`config.mk`:
```
export PLATFORM = sky130hd
export DESIGN_NAME = distributed_mutex_request_engine
export DESIGN_NICKNAME = d
export VERILOG_FILES = /design/src/hw/rtl/dmre_pkg.sv /design/src/hw/rtl/dmre_ram.sv /design/src/hw/rtl/dmre_ctrl.sv /design/src/hw/rtl/dmre_dp.sv /design/src/hw/rtl/distributed_mutex_request_engine.sv
export SDC_FILE = /design/constraint.sdc
export NUM_CORES = 1
export LEC_CHECK = 0
export ABC_AREA = 1
export BUFFER_PORTS_ARGS = -buffer_cell sky130_fd_sc_hd__buf_2
export CAP_MARGIN = 20
export CORE_AREA = 2 2 205 207
export DETAILED_ROUTE_END_ITERATION = 12
export DIE_AREA = 0 0 207 209
export PLACE_DENSITY = 0.7
export SLEW_MARGIN = 20
export SYNTH_ARGS = -nofsm -noshare
export SYNTH_HDL_FRONTEND = slang
export SYNTH_SLANG_ARGS = --single-unit
```
`constraint.sdc`:
```
create_clock -name clk -period 6.7 [get_ports clk]
set_input_delay 0.67 -clock clk [delete_from_list [all_inputs] [get_ports clk]]
set_output_delay 0.67 -clock clk [all_outputs]
set_load 0.03 [all_outputs]
```
`src/hw/rtl/dmre_pkg.sv`:
```
// dmre_pkg: shared types and codes for the distributed mutex request engine
// no dependencies
`default_nettype none
package dmre_pkg;

  // fixed sizes of the engine
  localparam int MAX_PROCESSES  = 16;
  localparam int MAX_HOUSES     = 64;
  localparam int TIMESTAMP_BITS = 32;

  typedef enum logic [3:0] {
    FN_REQ_HOUSE   = 4'd0,
    FN_REQ_PASER   = 4'd1,
    FN_PEER_HOUSE  = 4'd2,
    FN_PEER_PASER  = 4'd3,
    FN_REPLY_HOUSE = 4'd4,
    FN_REPLY_PASER = 4'd5,
    FN_GOT_HOUSE   = 4'd6,
    FN_FREE_HOUSE  = 4'd7,
    FN_GOT_PASER   = 4'd8,
    FN_FREE_PASER  = 4'd9
  } func_t;

  localparam logic [2:0] SK_NONE        = 3'd0;
  localparam logic [2:0] SK_BCAST_HOUSE = 3'd1;
  localparam logic [2:0] SK_BCAST_PASER = 3'd2;
  localparam logic [2:0] SK_REPLY_HOUSE = 3'd3;
  localparam logic [2:0] SK_REPLY_PASER = 3'd4;
  localparam logic [2:0] SK_UPDATE      = 3'd5;

  localparam logic [1:0] CFG_SELF_ID       = 2'd0;
  localparam logic [1:0] CFG_PROCESS_COUNT = 2'd1;
  localparam logic [1:0] CFG_PASER_COUNT   = 2'd2;

  typedef enum logic [1:0] {
    ST_IDLE,
    ST_EXEC,
    ST_DRAIN,
    ST_WAIT
  } state_t;

  // controller to datapath
  typedef struct packed {
    logic load;       // capture input word
    logic exec;       // apply the event, build the first result word
    logic drain;      // build the next deferred reply word
  } cmd_t;

  // datapath to controller
  typedef struct packed {
    logic more;       // further drain words follow the current one
  } status_t;

endpackage
`default_nettype wire

```
`src/hw/rtl/dmre_ram.sv`:
```
// dmre_ram: generic single-port-write ram with registered read
// no dependencies
`default_nettype none
module dmre_ram #(
  parameter int WIDTH = 5,
  parameter int DEPTH = 16
) (
  input  wire logic                     clk,
  input  wire logic                     we,
  input  wire logic [$clog2(DEPTH)-1:0] waddr,
  input  wire logic [WIDTH-1:0]         wdata,
  input  wire logic [$clog2(DEPTH)-1:0] raddr,
  output logic      [WIDTH-1:0]         rdata
);

  logic [WIDTH-1:0] mem [DEPTH];

  // write port and registered read port
  always_ff @(posedge clk) begin
    if (we) begin
      mem[waddr] <= wdata;
    end
    rdata <= mem[raddr];
  end

endmodule
`default_nettype wire

```
`src/hw/rtl/dmre_ctrl.sv`:
```
// dmre_ctrl: sequencing controller for the request engine
// depends on dmre_pkg
`default_nettype none
module dmre_ctrl (
  input  wire logic              clk,
  input  wire logic              rst,
  input  wire logic              in_valid,
  output logic                   in_stall,
  output logic                   out_valid,
  input  wire logic              out_stall,
  output dmre_pkg::cmd_t         cmd,
  input  wire dmre_pkg::status_t status
);

  dmre_pkg::state_t state, state_next;

  // state register
  always_ff @(posedge clk) begin
    if (rst) begin
      state <= dmre_pkg::ST_IDLE;
    end else begin
      state <= state_next;
    end
  end

  // next state
  always_comb begin
    state_next = state;
    case (state)
      dmre_pkg::ST_IDLE: begin
        if (in_valid) state_next = dmre_pkg::ST_EXEC;
      end
      dmre_pkg::ST_EXEC: begin
        state_next = dmre_pkg::ST_WAIT;
      end
      dmre_pkg::ST_DRAIN: begin
        state_next = dmre_pkg::ST_WAIT;
      end
      dmre_pkg::ST_WAIT: begin
        if (!out_stall) begin
          state_next = status.more ? dmre_pkg::ST_DRAIN : dmre_pkg::ST_IDLE;
        end
      end
      default: state_next = dmre_pkg::ST_IDLE;
    endcase
  end

  // outputs
  always_comb begin
    cmd       = '0;
    in_stall  = 1'b1;
    out_valid = 1'b0;
    case (state)
      dmre_pkg::ST_IDLE: begin
        in_stall = 1'b0;
        cmd.load = in_valid;
      end
      dmre_pkg::ST_EXEC:  cmd.exec = 1'b1;
      dmre_pkg::ST_DRAIN: cmd.drain = 1'b1;
      dmre_pkg::ST_WAIT:  out_valid = 1'b1;
      default: ;
    endcase
  end

endmodule
`default_nettype wire

```
`src/hw/rtl/dmre_dp.sv`:
```
// dmre_dp: protocol state, deferred queues and result word for the engine
// depends on dmre_pkg and dmre_ram
`default_nettype none
module dmre_dp (
  input  wire logic              clk,
  input  wire logic              rst,
  input  wire dmre_pkg::cmd_t    cmd,
  output dmre_pkg::status_t      status,
  input  wire logic              cfg_we,
  input  wire logic [1:0]        cfg_index,
  input  wire logic [4:0]        cfg_data,
  input  wire logic [3:0]        func,
  input  wire logic [4:0]        sender,
  input  wire logic [31:0]       msg_timestamp,
  input  wire logic [31:0]       now,
  input  wire logic [6:0]        acq_house,
  output logic [2:0]             send_kind,
  output logic [4:0]             send_target,
  output logic [31:0]            send_timestamp,
  output logic [6:0]             update_house,
  output logic [4:0]             update_owner,
  output logic                   house_ready,
  output logic                   paser_ready,
  output logic                   house_held,
  output logic [6:0]             held_house,
  output logic                   paser_held,
  output logic                   last
);

  localparam int PW = $clog2(dmre_pkg::MAX_PROCESSES);
  localparam int CW = $clog2(dmre_pkg::MAX_PROCESSES + 1);
  localparam int TW = dmre_pkg::TIMESTAMP_BITS;

  // configuration
  logic [4:0] self_id, process_count, paser_count;
  always_ff @(posedge clk) begin
    if (rst) begin
      self_id       <= 5'd1;
      process_count <= 5'd2;
      paser_count   <= 5'd1;
    end else if (cfg_we) begin
      case (cfg_index)
        dmre_pkg::CFG_SELF_ID:       self_id <= cfg_data;
        dmre_pkg::CFG_PROCESS_COUNT: process_count <= cfg_data;
        dmre_pkg::CFG_PASER_COUNT:   paser_count <= cfg_data;
        default: ;
      endcase
    end
  end

  // captured input word
  logic [3:0]    r_func;
  logic [4:0]    r_sender;
  logic [TW-1:0] r_ts, r_now;
  logic [6:0]    r_hid;
  always_ff @(posedge clk) begin
    if (cmd.load) begin
      r_func   <= func;
      r_sender <= sender;
      r_ts     <= msg_timestamp[TW-1:0];
      r_now    <= now[TW-1:0];
      r_hid    <= acq_house;
    end
  end

  // protocol state
  logic                               h_req, p_req, p_hold;
  logic [TW-1:0]                      h_time, p_time;
  logic [6:0]                         held;
  logic [dmre_pkg::MAX_PROCESSES-1:0] h_miss, p_miss;
  logic [CW-1:0]                      h_cnt, p_cnt;

  // drain sequencing: index of the next queued reply and number of replies
  logic          drain_paser;
  logic [CW-1:0] drain_idx, drain_len;
  logic [TW-1:0] drain_now;

  // peer mask over configured processes
  logic [dmre_pkg::MAX_PROCESSES-1:0] pmask;
  always_comb begin
    for (int i = 0; i < dmre_pkg::MAX_PROCESSES; i++) begin
      pmask[i] = ((i + 1) <= int'(process_count)) && ((i + 1) != int'(self_id));
    end
  end

  logic [dmre_pkg::MAX_PROCESSES-1:0] sbit;
  always_comb begin
    sbit = '0;
    if (r_sender >= 5'd1 && int'(r_sender) <= dmre_pkg::MAX_PROCESSES) begin
      sbit[PW'(r_sender - 5'd1)] = 1'b1;
    end
  end

  // priority decisions
  logic h_answer, p_answer;
  always_comb begin
    h_answer = (held == 7'd0) && (!h_req || r_ts < h_time ||
               (r_ts == h_time && r_sender < self_id));
    h_answer = h_answer || (int'(h_cnt) >= dmre_pkg::MAX_PROCESSES);
    p_answer = !p_hold && (!p_req || r_ts < p_time ||
               (r_ts == p_time && r_sender < self_id));
    p_answer = p_answer || (int'(p_cnt) >= dmre_pkg::MAX_PROCESSES);
  end

  // deferred queues
  logic          h_we, p_we;
  logic [PW-1:0] rd_addr;
  logic [4:0]    h_rdata, p_rdata;
  assign h_we = cmd.exec && r_func == dmre_pkg::FN_PEER_HOUSE && !h_answer;
  assign p_we = cmd.exec && r_func == dmre_pkg::FN_PEER_PASER && !p_answer;

  // entry zero is read while a word is taken, so a paser release has it in exec
  assign rd_addr = cmd.load ? '0 : drain_idx[PW-1:0];

  dmre_ram #(.WIDTH(5), .DEPTH(dmre_pkg::MAX_PROCESSES)) u_hram (
    .clk(clk), .we(h_we), .waddr(h_cnt[PW-1:0]), .wdata(r_sender),
    .raddr(rd_addr), .rdata(h_rdata)
  );
  dmre_ram #(.WIDTH(5), .DEPTH(dmre_pkg::MAX_PROCESSES)) u_pram (
    .clk(clk), .we(p_we), .waddr(p_cnt[PW-1:0]), .wdata(r_sender),
    .raddr(rd_addr), .rdata(p_rdata)
  );

  // event handling and result word
  always_ff @(posedge clk) begin
    if (rst) begin
      h_req <= 1'b0; p_req <= 1'b0; p_hold <= 1'b0;
      h_time <= '0; p_time <= '0; held <= '0;
      h_miss <= '0; p_miss <= '0; h_cnt <= '0; p_cnt <= '0;
      drain_len <= '0; drain_idx <= '0; drain_paser <= 1'b0;
    end else if (cmd.exec) begin
      send_kind      <= dmre_pkg::SK_NONE;
      send_target    <= '0;
      send_timestamp <= '0;
      update_house   <= '0;
      update_owner   <= '0;
      drain_len      <= '0;
      drain_idx      <= '0;
      drain_now      <= r_now;
      drain_paser    <= 1'b0;
      case (r_func)
        dmre_pkg::FN_REQ_HOUSE: begin
          h_req <= 1'b1; h_time <= r_now; h_miss <= pmask;
          send_kind <= dmre_pkg::SK_BCAST_HOUSE;
          send_timestamp <= 32'(r_now);
        end
        dmre_pkg::FN_REQ_PASER: begin
          p_req <= 1'b1; p_time <= r_now; p_miss <= pmask;
          send_kind <= dmre_pkg::SK_BCAST_PASER;
          send_timestamp <= 32'(r_now);
        end
        dmre_pkg::FN_PEER_HOUSE: begin
          if (h_answer) begin
            send_kind <= dmre_pkg::SK_REPLY_HOUSE;
            send_target <= r_sender; send_timestamp <= 32'(r_now);
          end else begin
            h_cnt <= h_cnt + CW'(1);
          end
        end
        dmre_pkg::FN_PEER_PASER: begin
          if (p_answer) begin
            send_kind <= dmre_pkg::SK_REPLY_PASER;
            send_target <= r_sender; send_timestamp <= 32'(r_now);
          end else begin
            p_cnt <= p_cnt + CW'(1);
          end
        end
        dmre_pkg::FN_REPLY_HOUSE: begin
          if (h_req && r_ts >= h_time) h_miss <= h_miss & ~sbit;
        end
        dmre_pkg::FN_REPLY_PASER: begin
          if (p_req && r_ts >= p_time) p_miss <= p_miss & ~sbit;
        end
        dmre_pkg::FN_GOT_HOUSE: begin
          if (r_hid >= 7'd1 && int'(r_hid) <= dmre_pkg::MAX_HOUSES) begin
            held <= r_hid; h_req <= 1'b0;
            send_kind <= dmre_pkg::SK_UPDATE;
            update_house <= r_hid; update_owner <= self_id;
          end
        end
        dmre_pkg::FN_FREE_HOUSE: begin
          if (held != 7'd0) begin
            held <= '0; h_req <= 1'b0;
            send_kind <= dmre_pkg::SK_UPDATE;
            update_house <= held;
            drain_len <= h_cnt;
            h_cnt <= '0;
          end
        end
        dmre_pkg::FN_GOT_PASER: begin
          p_hold <= 1'b1; p_req <= 1'b0;
        end
        dmre_pkg::FN_FREE_PASER: begin
          p_hold <= 1'b0; p_req <= 1'b0;
          p_cnt <= '0;
          drain_paser <= 1'b1;
          if (p_cnt != '0) begin
            // first deferred reply is the first word
            send_kind <= dmre_pkg::SK_REPLY_PASER;
            send_target <= p_rdata;
            send_timestamp <= 32'(r_now);
            drain_len <= p_cnt;
            drain_idx <= CW'(1);
          end
        end
        default: ;
      endcase
    end else if (cmd.drain) begin
      drain_idx      <= drain_idx + CW'(1);
      send_kind      <= drain_paser ? dmre_pkg::SK_REPLY_PASER : dmre_pkg::SK_REPLY_HOUSE;
      send_target    <= drain_paser ? p_rdata : h_rdata;
      send_timestamp <= 32'(drain_now);
      update_house   <= '0;
      update_owner   <= '0;
    end
  end

  // more replies remain while the next index is below the queue length
  always_comb begin
    status.more = drain_idx < drain_len;
  end

  // status outputs
  logic [CW-1:0] p_miss_cnt;
  always_comb begin
    p_miss_cnt = '0;
    for (int i = 0; i < dmre_pkg::MAX_PROCESSES; i++) begin
      p_miss_cnt = p_miss_cnt + CW'(p_miss[i]);
    end
  end

  assign house_ready = h_req && (h_miss == '0);
  assign paser_ready = (paser_count != 5'd0) && (32'(p_miss_cnt) < 32'(paser_count));
  assign house_held  = held != 7'd0;
  assign held_house  = held;
  assign paser_held  = p_hold;
  assign last        = !status.more;

endmodule
`default_nettype wire

```
`src/hw/rtl/distributed_mutex_request_engine.sv`:
```
// distributed_mutex_request_engine: top level, controller plus datapath
// depends on dmre_pkg, dmre_ctrl, dmre_dp, dmre_ram
// An event is accepted, then applied, then its result word is offered and held
// until taken; a new word is accepted only after the last result word is taken.
// A release sends its deferred replies one word at a time, read in order from
// the deferred queue memory, each built in a drain step and offered until taken;
// a house release first offers its update word, a paser release its first
// deferred reply (an empty word if none is queued). Configuration is written
// through cfg_we/cfg_index/cfg_data while idle: the user's rule, not enforced.
`default_nettype none
module distributed_mutex_request_engine (
  input  wire logic        clk,
  input  wire logic        rst,
  input  wire logic        cfg_we,
  input  wire logic [1:0]  cfg_index,
  input  wire logic [4:0]  cfg_data,
  input  wire logic        in_valid,
  output logic             in_stall,
  input  wire logic [3:0]  func,
  input  wire logic [4:0]  sender,
  input  wire logic [31:0] msg_timestamp,
  input  wire logic [31:0] now,
  input  wire logic [6:0]  acq_house,
  output logic             out_valid,
  input  wire logic        out_stall,
  output logic [2:0]       send_kind,
  output logic [4:0]       send_target,
  output logic [31:0]      send_timestamp,
  output logic [6:0]       update_house,
  output logic [4:0]       update_owner,
  output logic             house_ready,
  output logic             paser_ready,
  output logic             house_held,
  output logic [6:0]       held_house,
  output logic             paser_held,
  output logic             last
);

  dmre_pkg::cmd_t    cmd;
  dmre_pkg::status_t status;

  dmre_ctrl u_ctrl (
    .clk(clk), .rst(rst), .in_valid(in_valid), .in_stall(in_stall),
    .out_valid(out_valid), .out_stall(out_stall), .cmd(cmd), .status(status)
  );

  dmre_dp u_dp (
    .clk(clk), .rst(rst), .cmd(cmd), .status(status),
    .cfg_we(cfg_we), .cfg_index(cfg_index), .cfg_data(cfg_data),
    .func(func), .sender(sender), .msg_timestamp(msg_timestamp), .now(now),
    .acq_house(acq_house), .send_kind(send_kind), .send_target(send_target),
    .send_timestamp(send_timestamp), .update_house(update_house),
    .update_owner(update_owner), .house_ready(house_ready),
    .paser_ready(paser_ready), .house_held(house_held), .held_house(held_house),
    .paser_held(paser_held), .last(last)
  );

endmodule
`default_nettype wire
```
==> results.ini, run 1 <==
[outcome]
outcome = finished, final reports clean

[die]
row_count = 75
start_util_pct = 51.0
core_sq_um = 41300
fp.dieW_um = 207
io_pins = 158
fp.dieArea_sq_um = 43300
die_y_um = 209

[worst_setup_path]
endpoint_kind = primary output
path_common_cell = fa_1
crit_path_max_incr_delay_ns = 0.55
cp.required_ns = 6.03
crit_slowest_cell = fa_1
crit_type = reg2out
worstPathArrival_ns = 5.61
crit_family = adder cells
critPathBufInv = 5
cp-start-kind = register
path_max_fanout = 2
worstPathCellList = ha_1 -> inv_1 -> fa_1 -> fa_1 -> fa_1 -> fa_1 -> inv_1 -> fa_1 -> inv_1 -> fa_1 -> inv_1 -> ha_1 -> a21boi_0 -> o21a_1 -> o21ai_0 -> nand2_1 -> a221oi_1 -> buf_2

[clocking]
cts_tree = done
clock_latency_ns = 0.59
cts.repair.resized = 0
clockBufferDepth = 3
clock_sinks = 478
clockRootBuffer = clkbuf_16
ctsHoldBuffers = 0
clkTransAtPathRegs_ns = 0.07
cts_made_buffers = 48
cts_max_level = 2
cts_setup_buffers = 0

[final_layout]
area_growth_syn_to_layout_pct = 13.5
nets = 2419
fill_cells = 3459
layout_common_cells = 324 x edfxtp_1, 287 x nor2_1, 278 x nand2_1
post-route-util_pct = 57.9
fin_cells = 2808
drive_gt1_share_pct = 12.7
final_common_cell = edfxtp_1

[grt]
grt_pass1_wl_mm = 78.8
grt_pass1_vias = 15000
grt.total_usage_pct = 22.9
antenna_found_initial = 9
grt-ovfl-total = 0
grt_max_degree = 76

[yosys]
synth_area_sq_um = 21100
synthCells = 2080
syn-num-nets = 2276
async_flop_share_pct = 0
yosys_warnings = 0
synth_cell_type_count = 47
synth-edff-count = 324
ys_seq_area_share_pct = 60.8
synth_ff_type = edfxtp_1
ys_ff_latch = 478
synth_area_per_cell_sq_um = 10.1

[sta]
rsz0062_at_grt = false
max-slew-margin-rel_pct = 29.8
max_freq_mhz = 159
min_period_ns = 6.28
tightest_slew_ns = 1.05
period_share_pct = 93.7
drv_slew = 0
clock_skew_ns = 0.0171
hold_viol_final = 0
setup_tns_ns = 0
setup_violations = 0

[detailed_routing]
first_pass_iters = 6
postRouteAntennaNets = 0
vias = 15500
drt-total-wl_mm = 50.3
via_per_inst = 5.52
drtIter0Drc = 1295
wire_per_inst_um = 17.9
drcViolationCount = 0

[worst_hold_path]
hold_path_class = in2reg

[power_and_ir_drop]
vdd_ir_drop_max_uv = 240
cellPowerDensity_nw_per_um2 = 276
p_leak_nw = 8.99

[placement]
gp_congestion = 0.881
placed_cells = 2711
port_buffers = 157
post-dp-hpwl_mm = 33.3

[job]
drv_cap = 0

[Yosys cell counts, drive strengths merged, types with 2 or more instances]
library cell	n	share of area, %
edfxtp	324	46
nor2	299	5.5
nand2	286	5.2
inv	215	3.8
o21ai	176	4.2
a21oi	164	3.9
dfxtp	154	15
nand3	128	3.1
ha	94	5.6
clkbuf	62	1.1
o311ai	38	1.6
buf	23	0.64
a22oi	12	0.43
nor3	12	0.33
o22ai	12	0.36
fa	10	0.95
nand4	10	0.30
nor4	9	0.27
o211ai	9	0.32
o21a	6	0.21
o32ai	5	0.21
a221oi	4	0.17
a21o	3	0.11
a31oi	3	0.089
clkinv	3	0.053
xor2	3	0.12
a211oi	2	0.071
a311oi	2	0.083
a32oi	2	0.083
nand3b	2	0.071
o31ai	2	0.071
xnor2	2	0.083
[worst reg2reg max path, cell delays in order, from the launching register on]
cell and delay, ns:
dfxtp_1 0.40, clkinv_1 0.33, ha_1 0.44, nand2_1 0.08
nor2_1 0.10, o21ai_0 0.09, o211ai_1 0.23, nor2_1 0.10
nor2_1 0.10, nand2_1 0.08, nand2_2 0.09, nand3_1 0.16
nor2_1 0.25, nand2_1 0.20, nor2_1 0.44
[registers in the layout (all words and copies together) (netlist names), 7 cells and up]
register	flops
u_dp.drain_now	32
u_dp.h_miss	16
u_dp.h_time	32
u_dp.held_house	7
u_dp.p_miss	16
u_dp.p_time	32
u_dp.r_hid	7
u_dp.r_now	32
u_dp.r_ts	32
u_dp.send_timestamp	32
u_dp.u_hram.mem	80
u_dp.u_pram.mem	80
u_dp.update_house	7
[metrics by stage]
stage / area [sq um] / setup WS, ns / hold slack, ns / power [mW]
after CTS: 23900 / 0.392 / 0.230 / 6.65
after floorplan: 21100 / 0.885 / 0.434 / 3.83
after global placement: 22300 / 1.06 / 0.447 / 4.04
after detailed placement: 22300 / 1.04 / 0.454 / 4.06
final: 23900 / 0.424 / 0.255 / 6.60
after global routing: 23900 / 0.211 / 0.240 / 6.84
[where the power goes]
| group | leakage, nW | switching, mW | internal (mW) |
|---|---|---|---|
| registers | 4.23 | 0.0692 | 3.28 |
| clock network | 0.732 | 1.13 | 1.48 |
| logic | 4.03 | 0.462 | 0.184 |
| total | 8.99 | 1.66 | 4.95 |
[logic make-up (layout without fill, tap and decap cells)]
| kind of cell | Yosys count | count (layout) | share of synthesized area [%] |
|---|---|---|---|
| buffers and inverters | 303 | 486 | 5.63 |
| other | 0 | 6 | 0 |
| AO/OA/AOI/OAI | 441 | 441 | 11.9 |
| flip-flops | 478 | 478 | 60.8 |
| XOR/XNOR | 5 | 5 | 0.208 |
| AND/OR/NAND/NOR | 749 | 749 | 14.9 |
| adder cells (fa/ha/maj) | 104 | 104 | 6.54 |
[final cells by class]
| cell class | count | area (sq um) | area share (%) |
|---|---|---|---|
| sequential | 478 | 12800 | 53.6 |
| multi-input combinational | 1299 | 7080 | 29.6 |
| clock buffer | 69 | 1340 | 5.62 |
| timing repair buffer | 178 | 976 | 4.08 |
| inverter | 218 | 820 | 3.43 |
| tap | 539 | 674 | 2.82 |
| clock inverter | 21 | 170 | 0.712 |
| antenna | 6 | 15.0 | 0.0628 |
[routing by layer]
layer  up-vias  global-route usage, %  routed length, um  part of all wire, %
met5         -                      0                 46                0.091
met4         6                   8.82               1580                  3.1
met3       113                   4.99               3590                  7.1
met2       512                   38.2              24200                   48
met1      7372                   29.2              20900                   41
li1       7497                      -                  -                    -
[path summary, 6_finish.rpt]
path | start | to | slack (ns) | cells past startpoint
min reg2reg | u_dp.p_time[24] | u_dp.p_time[24] | 0.46 | 2
max | u_dp.p_miss[0] | paser_ready | 0.42 | 18
max reg2reg | u_dp.self_id[4] | u_dp.u_hram.mem[0][0] | 3.26 | 14
min | msg_timestamp[23] | u_dp.r_ts[23] | 0.26 | 1
No activity file was read; power rests on OpenSTA's default activity.
==> run 2, diff against run 1 <==
--- a/config.mk
+++ b/config.mk
@@ -12,6 +12,7 @@
 export DETAILED_ROUTE_END_ITERATION = 12
 export DIE_AREA = 0 0 207 209
 export PLACE_DENSITY = 0.7
+export RECOVER_POWER = 25
 export SLEW_MARGIN = 20
 export SYNTH_ARGS = -nofsm -noshare
 export SYNTH_HDL_FRONTEND = slang
==> results.ini, run 2 (synthesis results as in run 1) <==
[worst_setup_path]
rr_startpoint = u_dp.r_sender[3]
r2r_end = u_dp.u_hram.mem[13][2]
crit_path_max_incr_delay_ns = 0.55
critPathBufInv = 5
cp-start-kind = register
worstPathArrival_ns = 5.60
crit_family = adder cells
reg2reg_setup_slack_ns = 2.21
rr_worst_depth = 14
worstPathCellList = ha_1 -> inv_1 -> fa_1 -> fa_1 -> fa_1 -> fa_1 -> inv_1 -> fa_1 -> inv_1 -> fa_1 -> inv_1 -> ha_1 -> a21boi_0 -> o21a_1 -> o21ai_0 -> nand2_1 -> a221oi_1 -> buf_2
crit_type = reg2out
cp.required_ns = 6.03
crit_slowest_cell = fa_1
path_common_cell = fa_1
endpoint_kind = primary output
path_max_fanout = 2

[worst_hold_path]
hold_path_class = in2reg
worstHoldEndpoint = u_dp.r_ts[23]
min_from = msg_timestamp[23]
hold_depth = 1

[final_layout]
drive_gt1_share_pct = 12.3
fill_cells = 3457
register_area_sq_um = 12800
multi_input_area_sq_um = 7080
area_growth_syn_to_layout_pct = 13.3
fin_cells = 2808
nets = 2419
final_common_cell = edfxtp_1
layout_common_cells = 324 x edfxtp_1, 287 x nor2_1, 278 x nand2_1
top_regs = u_dp.u_hram.mem: 80 flops, u_dp.u_pram.mem: 80 flops

[placement]
gp_congestion = 0.881
placed_cells = 2711
port_buffers = 157
dp_worst_setup_slack_ns = 1.04
post-dp-hpwl_mm = 33.3

[grt]
grt-ovfl-total = 0
grt.total_usage_pct = 22.9
grt_max_degree = 76
grt_pass1_vias = 15000
grt_pass1_wl_mm = 78.8
antenna_found_initial = 9

[clocking]
cts.repair.resized = 0
cts_made_buffers = 48
ctsHoldBuffers = 0
clock_latency_ns = 0.59
clockBufferDepth = 3
cts_tree = done
clkTransAtPathRegs_ns = 0.07
clockRootBuffer = clkbuf_16
cts_setup_buffers = 0
cts_max_level = 2
clock_sinks = 478

[sta]
period_share_pct = 93.7
setup_tns_ns = 0
min_period_ns = 6.27
clock_skew_ns = 0.0175
tightest_slew_ns = 2.03
drv_slew = 198
setup_violations = 0
max_freq_mhz = 159
max-slew-margin-rel_pct = -35.2
fin_ws_ns = 0.425
hold_viol_final = 0
rsz0062_at_grt = false

[detailed_routing]
first_pass_iters = 5
vias = 15500
drcViolationCount = 0
drtIter0Drc = 1227
drt-total-wl_mm = 50.3
via_per_inst = 5.52
postRouteAntennaNets = 0
wire_per_inst_um = 17.9

[outcome]
violations = max-capacitance violations, max-slew violations
outcome = finished with violations

[job]
drv_cap = 5

[power_and_ir_drop]
p_leak_nw = 8.96
cellPowerDensity_nw_per_um2 = 277
vdd_ir_drop_max_uv = 240

[die]
row_count = 75
core_sq_um = 41300
start_util_pct = 51.0
die_y_um = 209
fp.dieW_um = 207
fp.dieArea_sq_um = 43300
io_pins = 158

## run 2: final cells by class
| class | instances | area share [%] |
|---|---|---|
| Inverter | 218 | 3.43 |
| Clock buffer | 69 | 5.63 |
| Antenna cell | 6 | 0.0629 |
| Tap cell | 539 | 2.83 |
| Multi-Input combinational cell | 1299 | 29.7 |
| Sequential cell | 478 | 53.7 |
| Clock inverter | 21 | 0.713 |
| Timing Repair Buffer | 178 | 3.99 |
## run 2: power by group
part | switching (mW) | internal [mW] | total, mW
clock network | 1.13 | 1.48 | 2.61
logic | 0.463 | 0.182 | 0.645
registers | 0.0694 | 3.28 | 3.35
## run 2: stage by stage
| stage | area [sq um] | hold WS, ns | power (mW) | utilization [%] |
|---|---|---|---|---|
| after floorplan | 21100 | 0.434 | 3.83 | - |
| after global placement | 22300 | 0.447 | 4.04 | 54.1 |
| after detailed placement | 22300 | 0.454 | 4.06 | 54.1 |
| after CTS | 23900 | 0.230 | 6.65 | 57.8 |
| after global routing | 23900 | 0.240 | 6.84 | 57.8 |
| final | 23900 | 0.256 | 6.61 | 57.8 |
## run 2: per-layer routing
layer  track usage (%)  vias up  share of wire, %
li1                  -     7497                 -
met1              29.2     7357                41
met2              38.2      522                48
met3              4.99      113               7.5
met4              8.82        6               3.1
met5                 0        -             0.091
## run 2: how the worst max path moves through the flow
stage | from | to | cells past startpoint
after floorplan | u_dp.p_miss[0] | paser_ready | 17
after global placement | u_dp.p_miss[0] | paser_ready | 18
after detailed placement | u_dp.p_miss[1] | paser_ready | 18
after CTS | u_dp.p_miss[1] | paser_ready | 18
after global routing | u_dp.p_miss[1] | paser_ready | 18
final | u_dp.p_miss[0] | paser_ready | 18
## run 2: worst register-to-register path: stages, from the launching register on
cell and delay [ns]:
edfxtp_1 0.31, clkbuf_1 1.43, ha_1 0.37, nand2_1 0.08, nor2_1 0.10, o21ai_0 0.10, o211ai_1 0.30, nor2_1 0.10
nor2_1 0.10, nand2_1 0.08, nand2_2 0.09, nand3_1 0.16, nor2_1 0.25, nand2_1 0.23, nor2_1 0.44
==> run 3, diff against run 2 <==
--- a/config.mk
+++ b/config.mk
@@ -8,12 +8,13 @@
 export ABC_AREA = 1
 export BUFFER_PORTS_ARGS = -buffer_cell sky130_fd_sc_hd__buf_2
 export CAP_MARGIN = 20
-export CORE_AREA = 2 2 205 207
+export CORE_AREA = 10 10 218 220
 export DETAILED_ROUTE_END_ITERATION = 12
-export DIE_AREA = 0 0 207 209
+export DIE_AREA = 0 0 228 230
 export PLACE_DENSITY = 0.7
 export RECOVER_POWER = 25
 export SLEW_MARGIN = 20
 export SYNTH_ARGS = -nofsm -noshare
 export SYNTH_HDL_FRONTEND = slang
+export SYNTH_HIERARCHICAL = 1
 export SYNTH_SLANG_ARGS = --single-unit
==> results.ini, run 3 <==
[outcome]
outcome = finished with violations
violations = max-capacitance violations, max-slew violations

[sta]
hold_viol_final = 0
setup_tns_ns = 0
fin_ws_ns = 1.01
max_freq_mhz = 176
period_share_pct = 84.9
tightest_slew_ns = 2.17
min_period_ns = 5.69
drv_slew = 195
max-slew-margin-rel_pct = -44.5
setup_violations = 0
rsz0062_at_grt = false
clock_skew_ns = 0.0277
hold_ws_ns = 0.253

[final_layout]
design_area_sq_um = 25000
layout_common_cells = 470 x nand2_1, 324 x edfxtp_1, 252 x inv_1
top_regs = u_dp/u_hram/mem: 80 flops, u_dp/u_pram/mem: 80 flops
multi_input_area_sq_um = 7660
register_area_sq_um = 12800
nets = 2642
drive_gt1_share_pct = 16.1
post-route-util_pct = 58.4
fill_cells = 3639
final_common_cell = nand2_1
area_growth_syn_to_layout_pct = 12.7
antennaDiodeCount = 0

[grt]
grt-ovfl-total = 0
grt_pass1_wl_mm = 84.6
grt.total_usage_pct = 20.0
grt_max_degree = 95
antenna_found_initial = 4
grt_pass1_vias = 16200

[clocking]
cts_tree = done
clockRootBuffer = clkbuf_16
cts_setup_buffers = 0
cts.repair.resized = 0
cts_max_level = 2
clock_sinks = 478
clock_latency_ns = 0.59
clkTransAtPathRegs_ns = 0.06
cts_made_buffers = 48
ctsHoldBuffers = 0
clockBufferDepth = 3

[yosys]
synth_ff_type = edfxtp_1
ys_ff_latch = 478
synth_area_per_cell_sq_um = 9.64
syn-num-nets = 2498
synth_cell_type_count = 48
yosysTopAreaCell = edfxtp_1
ys_seq_area_share_pct = 57.7
synth-edff-count = 324
ys_top_cells_by_count = 471 x nand2_1, 324 x edfxtp_1, 255 x inv_1, 219 x nand3_1, 182 x a21oi_1
synth_top_cells_by_area = edfxtp_1 44%, dfxtp_1 14%, nand2_1 8.0%
synthCells = 2305
synth_top_cell_area_share_pct = 43.8
yosys_warnings = 6
async_flop_share_pct = 0
yosysMostFrequentCell = nand2_1
synth_area_sq_um = 22200

[detailed_routing]
postRouteAntennaNets = 0
drtIter0Drc = 1293
first_pass_iters = 6
drt-total-wl_mm = 53.9
via_per_inst = 5.35
vias = 16500
drcViolationCount = 0
wire_per_inst_um = 17.5

[die]
core_sq_um = 42900
row_count = 76
die_y_um = 230
fp.dieW_um = 228
fp.dieArea_sq_um = 52400
io_pins = 158
start_util_pct = 51.8

[placement]
gp_congestion = 0.912
place_area_sq_um = 23400
dp_worst_setup_slack_ns = 1.64
post-dp-hpwl_mm = 36.9
port_buffers = 157

[worst_setup_path]
cp-start-kind = register
crit_path_max_incr_delay_ns = 0.56
path_common_cell = fa_1
path_max_fanout = 3
worstPathCellList = inv_1 -> fa_1 -> fa_1 -> fa_1 -> fa_1 -> inv_1 -> ha_1 -> fa_1 -> ha_1 -> a21boi_0 -> o21a_1 -> o21ai_0 -> nand2_1 -> a221oi_1 -> buf_2
rr_startpoint = u_dp/r_sender[1]
worstPathArrival_ns = 5.02
crit_slowest_cell = fa_1
endpoint_kind = primary output
cp.required_ns = 6.03
crit_path_start = u_dp/p_miss[0]
crit_type = reg2out
reg2reg_setup_slack_ns = 2.11

[worst_hold_path]
hold_path_class = in2reg
min_from = now[19]

[power_and_ir_drop]
p_leak_nw = 10.0
vdd_ir_drop_max_uv = 227
cellPowerDensity_nw_per_um2 = 280

[job]
drv_cap = 5

-- run 3: cell count changes after synthesis, moves of 18 or more --
cell      delta
a21oi_1     +18
clkbuf_1    -23
inv_1       +53
inv_2       +65
nand2_1    +192
nand2_2     +23
nand3_1     +92
nand3_2     +33
nor2_1     -157
o21ai_0     -54
o311ai_0    -38
-- run 3: area by class of cell --
cell class | instances | area share [%]
timing repair buffer | 177 | 3.74
sequential | 478 | 51.2
clock inverter | 22 | 0.995
inverter | 336 | 5.08
multi-input combinational | 1408 | 30.6
clock buffer | 67 | 5.46
tap | 585 | 2.92
-- run 3: path summary, 6_finish.rpt --
| check | end | cells after the start |
|---|---|---|
| min reg2reg | u_dp/h_time[0] | 2 |
| max | paser_ready | 15 |
| min | u_dp/r_now[19] | 1 |
| max reg2reg | u_dp/u_hram/mem[8][0] | 14 |
-- run 3: where the power goes --
part	internal (mW)	leakage (nW)	switching [mW]
combinational	0.239	4.98	0.641
sequential	3.33	4.23	0.0756
clock	1.62	0.787	1.11
-- run 3: through the flow --
stage          std cells  power [mW]
2_1_floorplan       2305        4.07
6_report            3073        7.01
4_1_cts             3071        7.06
5_1_grt             3073        7.28
3_5_place_dp        2982        4.33
3_3_place_gp        2982        4.31
-- run 3: layer usage --
layer  global-route usage (%)  routed length (um)  up-vias  share of wire [%]
li1                         -                   -     7996                  -
met1                     24.6               22500     7795                 42
met2                     33.7               25700      530                 48
met3                     4.24                3720      124                6.9
met4                     8.14                1900        8                3.5
met5                        0                  59        -               0.11
-- run 3: worst max-delay path: cells and delay by family, from the launching register on --
family / cells / cell delay [ns]
flops: 1 / 0.36
compound gates: 4 / 0.68
fa+ha+maj: 7 / 2.95
buf+inv: 3 / 0.36
simple gates: 1 / 0.08
-- run 3: logic make-up (layout without fill, tap and decap cells) --
family / count (synthesis) / in the layout / share of synthesized area, %
xor gates and xnor gates: 5 / 5 / 0.197
AOI/OAI and AO/OA: 361 / 361 / 8.70
adders and majority gates: 101 / 101 / 6.03
DFF: 478 / 478 / 57.7
and+or+nand+nor: 941 / 941 / 19.4
buffers and inverters: 419 / 602 / 8.03
